### src/design/wsfd_pkg.sv
package wsfd_pkg;

	// default depth of the frame store
	localparam int unsigned MAX_FRAME_BYTES = 17;

	// byte that opens a frame
	localparam logic [7:0] SYNC_BYTE = 8'hff;

	// known frame types
	localparam logic [7:0] TYPE_41 = 8'h41;
	localparam logic [7:0] TYPE_42 = 8'h42;
	localparam logic [7:0] TYPE_44 = 8'h44;
	localparam logic [7:0] TYPE_46 = 8'h46;
	localparam logic [7:0] TYPE_47 = 8'h47;
	localparam logic [7:0] TYPE_48 = 8'h48;
	localparam logic [7:0] TYPE_60 = 8'h60;

	// end-of-frame status codes
	typedef enum logic [1:0] {
		FS_GOOD     = 2'd0,
		FS_BAD_SUM  = 2'd1,
		FS_BAD_TYPE = 2'd2
	} frame_status_t;

	// parser and emitter states
	typedef enum logic [2:0] {
		ST_HUNT,
		ST_SKIP,
		ST_TYPE,
		ST_BODY,
		ST_READ,
		ST_SEND,
		ST_STATUS
	} state_t;

	// total frame length per type, zero for an unknown type
	function automatic logic [4:0] frame_length(input logic [7:0] t);
		logic [4:0] len;
		len = 5'd0;
		case (t)
			TYPE_41: len = 5'd17;
			TYPE_42: len = 5'd12;
			TYPE_44: len = 5'd7;
			TYPE_46: len = 5'd8;
			TYPE_47: len = 5'd5;
			TYPE_48: len = 5'd11;
			TYPE_60: len = 5'd12;
			default: len = 5'd0;
		endcase
		return len;
	endfunction

endpackage

### src/design/weather_sensor_frame_deframer_core.sv
// Sensor link deframer. Raw stream bytes arrive on the slave side, one per
// transfer; the block hunts for a 0xff sync byte, takes the header and type
// bytes, collects the frame into an internal memory and checks its 16-bit
// little-endian checksum. A byte is taken only while the output register is
// free. Once the last byte of a good frame of total length L is in, the
// input is held off while the L-2 stored bytes are replayed from the memory,
// each with one memory read and then one load of the output register,
// followed by a status item; each load waits while the master side stalls.
// A bad checksum or an unknown type gives only the status item. The master
// side carries frame_type, byte_index, byte_value and frame_status in
// m_tdata, is_status in m_tuser and last_of_run in m_tlast; a status item
// always has m_tlast set.
module weather_sensor_frame_deframer_core #(
	parameter int unsigned MAX_FRAME_BYTES = wsfd_pkg::MAX_FRAME_BYTES
) (
	input  logic        clk,
	input  logic        arst_n,
	input  logic        s_tvalid,
	output logic        s_tready,
	input  logic [7:0]  s_tdata,   // [7:0] stream_byte
	output logic        m_tvalid,
	input  logic        m_tready,
	output logic [23:0] m_tdata,   // [7:0] frame_type, [11:8] byte_index,
	                               // [19:12] byte_value, [21:20] frame_status, zero above
	output logic        m_tuser,   // [0] is_status
	output logic        m_tlast    // last_of_run
);

	localparam int unsigned AW = $clog2(MAX_FRAME_BYTES);

	wsfd_pkg::state_t state_q, state_d;

	logic [7:0]  header_q;
	logic [7:0]  type_q;
	logic [4:0]  len_q;
	logic [4:0]  cnt_q;
	logic [15:0] sum_q;
	logic [7:0]  chk_lo_q;
	logic [4:0]  rd_idx_q;

	// frame store
	logic [7:0]  mem [MAX_FRAME_BYTES];
	logic [7:0]  rdata_q;
	logic        mem_we;
	logic [4:0]  mem_waddr;

	// output register
	logic        m_valid_q;
	logic        out_status_q;
	logic [7:0]  out_type_q;
	logic [3:0]  out_idx_q;
	logic [7:0]  out_val_q;
	logic [1:0]  out_fstat_q;
	logic        out_last_q;

	logic        out_free;
	logic        in_xfer;
	logic        out_load;
	logic        out_is_status;
	logic [7:0]  out_type_d;
	logic [3:0]  out_idx_d;
	logic [7:0]  out_val_d;
	logic [1:0]  out_fstat_d;

	logic [7:0]  b;
	logic [4:0]  type_len;
	logic [4:0]  cnt_inc;
	logic        frame_done;
	logic        sum_ok;
	logic [4:0]  data_items;

	assign b          = s_tdata;
	assign out_free   = !m_valid_q || m_tready;
	assign in_xfer    = s_tvalid && s_tready;
	assign type_len   = wsfd_pkg::frame_length(b);
	assign cnt_inc    = cnt_q + 5'd1;
	assign frame_done = (cnt_inc == len_q);
	assign sum_ok     = ({b, chk_lo_q} == sum_q);
	assign data_items = len_q - 5'd2;

	// next state, handshake and output load
	always_comb begin
		state_d       = state_q;
		s_tready      = 1'b0;
		mem_we        = 1'b0;
		mem_waddr     = cnt_q;
		out_load      = 1'b0;
		out_is_status = 1'b1;
		out_type_d    = type_q;
		out_idx_d     = 4'd0;
		out_val_d     = 8'd0;
		out_fstat_d   = wsfd_pkg::FS_GOOD;
		unique case (state_q)
			wsfd_pkg::ST_HUNT: begin
				s_tready = out_free;
				if (in_xfer && b == wsfd_pkg::SYNC_BYTE) begin
					state_d = wsfd_pkg::ST_SKIP;
				end
			end
			wsfd_pkg::ST_SKIP: begin
				s_tready  = out_free;
				mem_waddr = 5'd0;
				if (in_xfer && b != wsfd_pkg::SYNC_BYTE) begin
					mem_we  = 1'b1;
					state_d = wsfd_pkg::ST_TYPE;
				end
			end
			wsfd_pkg::ST_TYPE: begin
				s_tready  = out_free;
				mem_waddr = 5'd1;
				if (in_xfer) begin
					if (type_len == 5'd0) begin
						out_load    = 1'b1;
						out_type_d  = b;
						out_fstat_d = wsfd_pkg::FS_BAD_TYPE;
						state_d     = wsfd_pkg::ST_HUNT;
					end else begin
						mem_we  = 1'b1;
						state_d = wsfd_pkg::ST_BODY;
					end
				end
			end
			wsfd_pkg::ST_BODY: begin
				s_tready = out_free;
				if (in_xfer) begin
					mem_we = ({1'b0, cnt_q} < 6'(MAX_FRAME_BYTES));
					if (frame_done) begin
						if (sum_ok) begin
							state_d = wsfd_pkg::ST_READ;
						end else begin
							out_load    = 1'b1;
							out_fstat_d = wsfd_pkg::FS_BAD_SUM;
							state_d     = wsfd_pkg::ST_HUNT;
						end
					end
				end
			end
			wsfd_pkg::ST_READ: begin
				state_d = wsfd_pkg::ST_SEND;
			end
			wsfd_pkg::ST_SEND: begin
				if (out_free) begin
					out_load      = 1'b1;
					out_is_status = 1'b0;
					out_idx_d     = rd_idx_q[3:0];
					out_val_d     = rdata_q;
					if (rd_idx_q + 5'd1 == data_items) begin
						state_d = wsfd_pkg::ST_STATUS;
					end else begin
						state_d = wsfd_pkg::ST_READ;
					end
				end
			end
			wsfd_pkg::ST_STATUS: begin
				if (out_free) begin
					out_load = 1'b1;
					state_d  = wsfd_pkg::ST_HUNT;
				end
			end
			default: begin
				state_d = wsfd_pkg::ST_HUNT;
			end
		endcase
	end

	// state register
	always_ff @(posedge clk or negedge arst_n) begin
		if (!arst_n) begin
			state_q <= wsfd_pkg::ST_HUNT;
		end else begin
			state_q <= state_d;
		end
	end

	// parse registers
	always_ff @(posedge clk or negedge arst_n) begin
		if (!arst_n) begin
			header_q <= 8'd0;
			type_q   <= 8'd0;
			len_q    <= 5'd0;
			cnt_q    <= 5'd0;
			sum_q    <= 16'd0;
			chk_lo_q <= 8'd0;
			rd_idx_q <= 5'd0;
		end else begin
			if (in_xfer) begin
				case (state_q)
					wsfd_pkg::ST_SKIP: begin
						if (b != wsfd_pkg::SYNC_BYTE) begin
							header_q <= b;
						end
					end
					wsfd_pkg::ST_TYPE: begin
						type_q <= b;
						if (type_len != 5'd0) begin
							len_q <= type_len;
							cnt_q <= 5'd2;
							sum_q <= {8'h00, header_q} + {8'h00, b};
						end
					end
					wsfd_pkg::ST_BODY: begin
						if (cnt_q + 5'd2 < len_q) begin
							sum_q <= sum_q + {8'h00, b};
						end
						if (cnt_q + 5'd2 == len_q) begin
							chk_lo_q <= b;
						end
						cnt_q <= cnt_inc;
					end
					default: begin
					end
				endcase
			end
			// replay pointer
			if (state_q == wsfd_pkg::ST_BODY && in_xfer && frame_done) begin
				rd_idx_q <= 5'd0;
			end else if (state_q == wsfd_pkg::ST_SEND && out_free) begin
				rd_idx_q <= rd_idx_q + 5'd1;
			end
		end
	end

	// frame store, one write and one registered read a cycle
	always_ff @(posedge clk) begin
		if (mem_we) begin
			mem[mem_waddr[AW-1:0]] <= b;
		end
		rdata_q <= mem[rd_idx_q[AW-1:0]];
	end

	// output register
	always_ff @(posedge clk or negedge arst_n) begin
		if (!arst_n) begin
			m_valid_q <= 1'b0;
		end else if (out_load) begin
			m_valid_q <= 1'b1;
		end else if (m_tready) begin
			m_valid_q <= 1'b0;
		end
	end

	always_ff @(posedge clk) begin
		if (out_load) begin
			out_status_q <= out_is_status;
			out_type_q   <= out_type_d;
			out_idx_q    <= out_idx_d;
			out_val_q    <= out_val_d;
			out_fstat_q  <= out_fstat_d;
			out_last_q   <= out_is_status;
		end
	end

	assign m_tvalid = m_valid_q;
	assign m_tdata  = {2'b00, out_fstat_q, out_val_q, out_idx_q, out_type_q};
	assign m_tuser  = out_status_q;
	assign m_tlast  = out_last_q;

	// input is held off during replay
	assert property (@(posedge clk) disable iff (!arst_n)
		(state_q == wsfd_pkg::ST_READ || state_q == wsfd_pkg::ST_SEND ||
		 state_q == wsfd_pkg::ST_STATUS) |-> !s_tready)
		else $error("input accepted during frame replay");

	// collection never runs past the frame length
	assert property (@(posedge clk) disable iff (!arst_n)
		state_q == wsfd_pkg::ST_BODY |-> (cnt_q < len_q))
		else $error("byte count beyond frame length");

	// output register is never overwritten while full and stalled
	assert property (@(posedge clk) disable iff (!arst_n)
		out_load |-> out_free)
		else $error("output register overwritten");

	// status items close a run, data items never do
	assert property (@(posedge clk) disable iff (!arst_n)
		m_tvalid |-> (m_tuser == m_tlast))
		else $error("status and last flags disagree");

	// replay reads stay within the data bytes of the frame
	assert property (@(posedge clk) disable iff (!arst_n)
		state_q == wsfd_pkg::ST_SEND |-> (rd_idx_q < data_items))
		else $error("replay pointer out of range");

endmodule

### config.mk
export PLATFORM = sky130hd
export DESIGN_NAME = weather_sensor_frame_deframer_core
export DESIGN_NICKNAME = d
export VERILOG_FILES = /design/src/design/wsfd_pkg.sv /design/src/design/weather_sensor_frame_deframer_core.sv
export SDC_FILE = /design/constraint.sdc
export NUM_CORES = 1
export LEC_CHECK = 0
export ABC_AREA = 1
export ABC_CLOCK_PERIOD_IN_PS = 3100
export BUFFER_PORTS_ARGS = -buffer_cell sky130_fd_sc_hd__buf_2
export CAP_MARGIN = 15
export CORE_UTILIZATION = 35
export DETAILED_ROUTE_END_ITERATION = 6
export GPL_ROUTABILITY_DRIVEN = 0
export HOLD_SLACK_MARGIN = 0.12
export SLEW_MARGIN = 10
export SYNTH_ARGS = -nofsm -noshare
export SYNTH_HDL_FRONTEND = slang
export SYNTH_SLANG_ARGS = --single-unit
### constraint.sdc
create_clock -name clk -period 3.1 [get_ports clk]
set_input_delay 0.62 -clock clk [delete_from_list [all_inputs] [get_ports clk]]
set_output_delay 0.62 -clock clk [all_outputs]
set_load 0.05 [all_outputs]
# After elaboration in Yosys (flattened, before gate mapping)
# Memories as Yosys holds them, arrays and structs flattened. A register that Yosys moved wholly into a read port is not among the register bits.
# Index checks and enable logic that the tools add are counted.
# Widths: inputs -> output; s select.
# classes
n_addsub	6
magnitude_cmp	2
n_eq_ne	28
mux	47
n_reduce_logical	25
# op_table
op	count
$eq 8x7->1 const B	7
$mux 16	2
$pmux 16 s2	1
$pmux 5 s6	1
$mux 3	8
$mux 8	3
$pmux 3 s7	1
$pmux 5 s2	2
$mux 1	19
$ne 2x2->1 const B	9
$add 16x8->16	1
$eq 16x16->1	1
$eq 5x5->1	3
$mux 5	3
$reduce_and 3->1	4
$add 5x1->5 const B	2
$add 8x8->9	1
$eq 3x3->1 const B	3
$eq 8x8->1 const B	1
$mux 2	4
$ne 8x8->1 const B	1
$reduce_and 7->1	1
$eq 3x2->1 const B	2
$logic_and 1x1->1	6
other kinds (17)	22
# word_totals
reg_bits	82
ramBits	136
output_inout_bits	28
elab_cells	123
mem_count	1
# mem_list
memory	words	word_bits	rd	rd_ports_with_merged_regs	write_ports	line	source
mem	17	8	1	1	1	weather_sensor_frame_deframer_core.sv:42	logic [7:0] mem [MAX_FRAME_BYTES];

# Logic depth before layout (Yosys ltp)
# logic_depth
word_depth	9
ltp_mapped	13

# Worst setup path after synthesis
# OpenSTA, ideal clock, no wires.
# synth_path
kind	register to register
start	reg m_valid_q (netlist: m_tvalid)
end	reg out_last_q (netlist: m_tlast), enable pin
setup_time_ps	480
t_arrival_ps	2188
setup_slack_ps	432
stages_incl_launch_ff	9
path_cell_list	dfrtp_1 -> inv_1 -> nor2_1 -> nor2_4 -> nand2_2 -> nor2_2 -> nand3_1 -> buf_2 -> nand3_1
# synth_via
elab_chain_cells	6
elab_cells_between_ends	8
classes_between	mux (5); reduce/logical (3)
# synth_lines
item	line	source
start, declared	weather_sensor_frame_deframer_core.sv:48	logic m_valid_q;
start signal, assigned	weather_sensor_frame_deframer_core.sv:234	m_valid_q <= 1'b0;
start signal, assigned	weather_sensor_frame_deframer_core.sv:236	m_valid_q <= 1'b1;
start signal, assigned	weather_sensor_frame_deframer_core.sv:238	m_valid_q <= 1'b0;
$logic_not 1->1 *	weather_sensor_frame_deframer_core.sv:73	assign out_free = !m_valid_q || m_tready;
$logic_or 1x1->1 *	weather_sensor_frame_deframer_core.sv:73	
$mux 1 *	weather_sensor_frame_deframer_core.sv:93	unique case (state_q)
named net s_tready	weather_sensor_frame_deframer_core.sv:19	output logic s_tready,
$logic_and 1x1->1 *	weather_sensor_frame_deframer_core.sv:74	assign in_xfer = s_tvalid && s_tready;
$mux 1, on equally long branches	weather_sensor_frame_deframer_core.sv:125, weather_sensor_frame_deframer_core.sv:111	
$pmux 1 s3 *	weather_sensor_frame_deframer_core.sv:93	
named net out_load	weather_sensor_frame_deframer_core.sv:58	logic out_load;
end signal, assigned	weather_sensor_frame_deframer_core.sv:249	out_last_q <= out_is_status;
end, declared	weather_sensor_frame_deframer_core.sv:54	logic out_last_q;
# The timed path passes the listed nets; every way through them passes the cells marked *.
# A chain may end at the register's enable or synchronous reset.

# Worst setup path after layout
# layout_path
start	reg state_q[2]
end	mem mem[16][1], enable pin
# layout_via
elab_chain_cells	9
elab_cells_between_ends	15
classes_between	eq/ne (3); mux (8); reduce/logical (4)
# layout_lines
item	line	source
start, declared	weather_sensor_frame_deframer_core.sv:31	wsfd_pkg::state_t state_q, state_d;
start signal, assigned	weather_sensor_frame_deframer_core.sv:169	state_q <= wsfd_pkg::ST_HUNT;
start signal, assigned	weather_sensor_frame_deframer_core.sv:171	state_q <= state_d;
$eq 3x2->1, or another cell as far along	weather_sensor_frame_deframer_core.sv:93	
$reduce_or 4->1 (no line)	n/a	
$mux 1	weather_sensor_frame_deframer_core.sv:93	
$logic_and 1x1->1	weather_sensor_frame_deframer_core.sv:74	
$logic_and 1x1->1	weather_sensor_frame_deframer_core.sv:103	if (in_xfer && b != wsfd_pkg::SYNC_BYTE) begin
$mux 1	weather_sensor_frame_deframer_core.sv:103	
$pmux 1 s3	weather_sensor_frame_deframer_core.sv:93	
$mux 1	weather_sensor_frame_deframer_core.sv:225	if (mem_we) begin
$mux 1 (implied by the code)	weather_sensor_frame_deframer_core.sv:226	mem[mem_waddr[AW-1:0]] <= b;
end, declared	weather_sensor_frame_deframer_core.sv:42	
# Several ways; a longest one is shown, not always the timed one.

==> results <==
- Yosys mapped a number of flops with a built-in enable equal to 159.
- The largest individual stage delay along the critical path comes from the cell sky130_fd_sc_hd__nor2_1.
- The worst-case IR drop observed on VDD is 394.6 uV.
- STA puts the critical path data required time at 3250 ps.
- In this run, CTS created clock tree buffers numbering 24.
- The sequential element share of the synthesized area is 0.5920.
- The half-perimeter wire length of the detailed placement result is 20220 um.
- Dividing the detail-routed via count by the number of cells gives 5.081.
- After technology mapping, the gate count stands at 1112.
- Buffers placed on the I/O ports in this run total 37.
- The number of buffers and inverters on the critical path is 3.
- After routing the design area is 12390 um2.
- Setup violations remaining at the end of the flow were counted as 0.
- The final route contains 8013 vias.
- TritonCTS built the clock tree.
- Ranked by total cell area, the synthesized netlist is headed by sky130_fd_sc_hd__edfxtp_1 (44%), sky130_fd_sc_hd__dfrtp_1 (14%), sky130_fd_sc_hd__nand2_1 (8.2%).
- At the pin with the least slew margin, the transition time is 719.5 ps.
- The number of design rule violations left after detail routing is 0.
- The standard-cell row count is 64.
- Summed over all instances, the cell type with the most area after synthesis is sky130_fd_sc_hd__edfxtp_1.
- The highest achievable clock rate is 395.5 MHz.
- The residual antenna-violating net count after detailed routing is 0.
- Walking the worst path, the cells encountered are inv_2 > nand2_2 > nor2_4 > inv_2 > nor2_4 > inv_2 > nand2_1 > nand2_1 > nand2_4 > nand2_2 > nor2_1.
- The count of antenna diodes in the layout is 0.
- Leaving out fill and tap cells, the most frequent cells in the layout are sky130_fd_sc_hd__nand2_1 (237), sky130_fd_sc_hd__edfxtp_1 (159), sky130_fd_sc_hd__nor2_1 (135), sky130_fd_sc_hd__o21ai_0 (126), sky130_fd_sc_hd__inv_1 (81).
- In this run the cell area of the synthesized design comes to 10830 um2.
- In this run the worst path has a maximum fanout of 9.
- The maximum level of the CTS H-tree is 1.
- The category of the worst setup path capture point is a flop.
- The class of the worst hold path is reg -> reg.
- The total leakage power is 0.005042 uW.
- The total of flip-flops plus latches after synthesis is 226.
- The final-report hold violation count was 0.
- The final count of pins violating max slew is 0.
- The setup slack of the most critical reg-to-reg path is 570 ps.
- The most common library cell in the layout ignoring fill and taps is sky130_fd_sc_hd__nand2_1.
- The total wire length after detailed routing is 28280 um.
- Power spread over the standard cell area amounts to 769.1 nW/um2.
- The flow ran to the end, and the final reports show no timing, DRC or antenna violations.
- The longest individual stage delay on the worst path is 560 ps.
- In the final layout, the share of cells above drive strength 1 is 0.1304.
- The relative slew slack is 0.5173.
- The wire length of the first global-routing pass is 44420 um.
- For the worst setup path, the data arrival time is 2680 ps.
- The die is 177.9 um wide.
- The share of synthesized area in the top cell type comes to 0.4409.
- The time the final worst path needs with I/O delays and setup is 2529 ps.
- Entering global routing, the biggest net connects 72 pins.
- Yosys mapped the design onto 45 distinct sky130hd cell types.
- Once the clock tree was built, the setup fixing pass inserted 0 buffers.
- The max-capacitance violation count is 0.
- The clock edge transition at the registers on the reported setup and hold paths is 60 ps.
- The average cell area after synthesis is 9.738 um2.
- The number of antenna violations at the first check in global routing is 1.
- At the later pin of the worst-skew pair, clock insertion delay measures 520 ps.
- The async set-or-reset flop fraction in the synthesized netlist is 0.2611.
- The number of global-route vias before repair came to 7811.
- The routed wirelength normalized by instance count is 17.94 um.
- In this run the cell area measured after placement is 11550 um2.
- The cell that appears most often on the critical path is sky130_fd_sc_hd__inv_2.
- The setup path with the least slack is of type reg -> reg.
- STA classifies the critical path startpoint as a flop.
- Yosys printed 0 warnings.
- The main flop type after synthesis is sky130_fd_sc_hd__edfxtp_1.
- The final worst-path cycle share is 0.8156.
- The die is 177.9 um tall.
- The floorplan step defined a die boundary enclosing 31650 um2.
- The core region is 30510 um2.
- Setup repair after global routing left no endpoint under its margin.
- The root buffer cell is sky130_fd_sc_hd__clkbuf_16.
- No sink is reached through more buffers than the 3 on the longest clock path.
- The total global routing overflow is 0.
- The kind of cell with the highest combined delay on the critical path is simple AND/OR/NAND/NOR gates.
- The I/O pin count is 40.
- The initial utilization of the core area, before any placement, comes to 0.3549.
- Compared with the post-synthesis result, the final layout area differs by 14.45%.
- The net count of the finished layout is 1203.
- For this design, the sink count on the clock tree is 226.
- The worst clock skew on the final layout is 13.90 ps.
- The post-route setup TNS is 0 ps.
- The aggregate global-route resource usage is 0.1844.
- For this run, the detailed router's first-pass iteration total came to 5.
- The detailed router finished its first iteration with 774 violations.
## metal layers
layer,up-vias,global-route usage,wire [um]
met1,3799,0.2511,12640
met2,261,0.3011,13150
met4,2,0.05057,732
met3,48,0.03192,1747
li1,3903,-,-
met5,-,0,11
## final timing paths
path	cells after the start	endpoint	startpoint
setup reg to reg	11	mem[16][1]	state_q[2]
hold / removal	2	rdata_q[7]	mem[16][7]
min in group asynchronous	2	state_q[1]	arst_n
hold reg to reg	2	rdata_q[7]	mem[16][7]
max in group asynchronous	3	sum_q[12]	arst_n
setup / recovery	11	mem[16][1]	state_q[2]
## tightest hold or removal path: cells and delay by family (launching register included)
kind | cells | cell delay (ps)
flip-flops | 1 | 320
AND/OR/NAND/NOR | 2 | 100
## synthesized netlist by cell type (5+ instances only)
library cell / instances
sky130_fd_sc_hd__a21oi_1: 32
sky130_fd_sc_hd__buf_2: 10
sky130_fd_sc_hd__buf_4: 5
sky130_fd_sc_hd__clkbuf_1: 27
sky130_fd_sc_hd__dfrtp_1: 59
sky130_fd_sc_hd__dfxtp_1: 8
sky130_fd_sc_hd__edfxtp_1: 159
sky130_fd_sc_hd__ha_1: 26
sky130_fd_sc_hd__inv_1: 81
sky130_fd_sc_hd__inv_2: 15
sky130_fd_sc_hd__nand2_1: 237
sky130_fd_sc_hd__nand2_2: 9
sky130_fd_sc_hd__nand3_1: 49
sky130_fd_sc_hd__nand4_1: 14
sky130_fd_sc_hd__nor2_1: 135
sky130_fd_sc_hd__nor2_2: 6
sky130_fd_sc_hd__nor2_4: 6
sky130_fd_sc_hd__nor3_1: 7
sky130_fd_sc_hd__o21ai_0: 126
sky130_fd_sc_hd__o21ai_1: 10
sky130_fd_sc_hd__o221ai_1: 26
sky130_fd_sc_hd__o22ai_1: 5
sky130_fd_sc_hd__xnor2_1: 8
sky130_fd_sc_hd__xor2_1: 19
## area by class of cell
type                       instances  area [um2]
tap                              396       495.5
clock inverter                    18       214.0
inverter                          97       364.1
sequential                       226        6412
fill                            2967       18110
timing repair buffer              67       425.4
clock buffer                      26       618.1
multi-input combinational        747        3865
## report_power, final
group	switching, uW	internal, uW
logic	1820	857
clock network	1200	1790
registers	253	3620
## sequential cells by signal (all words and copies together) (netlist names), 2 cells and up
signal / count
mem: 136
sum_q: 16
chk_lo_q: 8
header_q: 8
out_type_q: 8
out_val_q: 8
rdata_q: 8
type_q: 8
cnt_q: 5
len_q: 5
rd_idx_q: 5
out_idx_q: 4
state_q: 3
out_fstat_q: 2
## cell families after synthesis
family          Yosys count  share of synthesized area
simple gates            478                     0.1899
fa+ha+maj                28                    0.03374
compound gates          211                     0.1098
mux                       1                  0.0009244
xor+xnor                 27                    0.02184
flops                   226                     0.5920
other cells               1                  0.0003463
buf+inv                 140                    0.05141
## per-stage QoR
stage          instances  hold WS, ps  setup WS (ps)  utilization  total power (uW)
4_1_cts             1577        429.4          561.5       0.4063              9585
3_3_place_gp        1532        436.6          207.4       0.3787              6569
2_1_floorplan       1113        324.4          432.5            -              5789
5_1_grt             1577        458.0          330.3       0.4063             10100
3_5_place_dp        1532        431.5          157.5       0.3787              6594
6_report            1577        443.7          571.5       0.4063              9533
## repair_timing
action,CTS,global route
resized for setup,0,0
endpoints found under the hold margin,16,0
hold buffers,1,0
(Power assumes the default switching activity.)
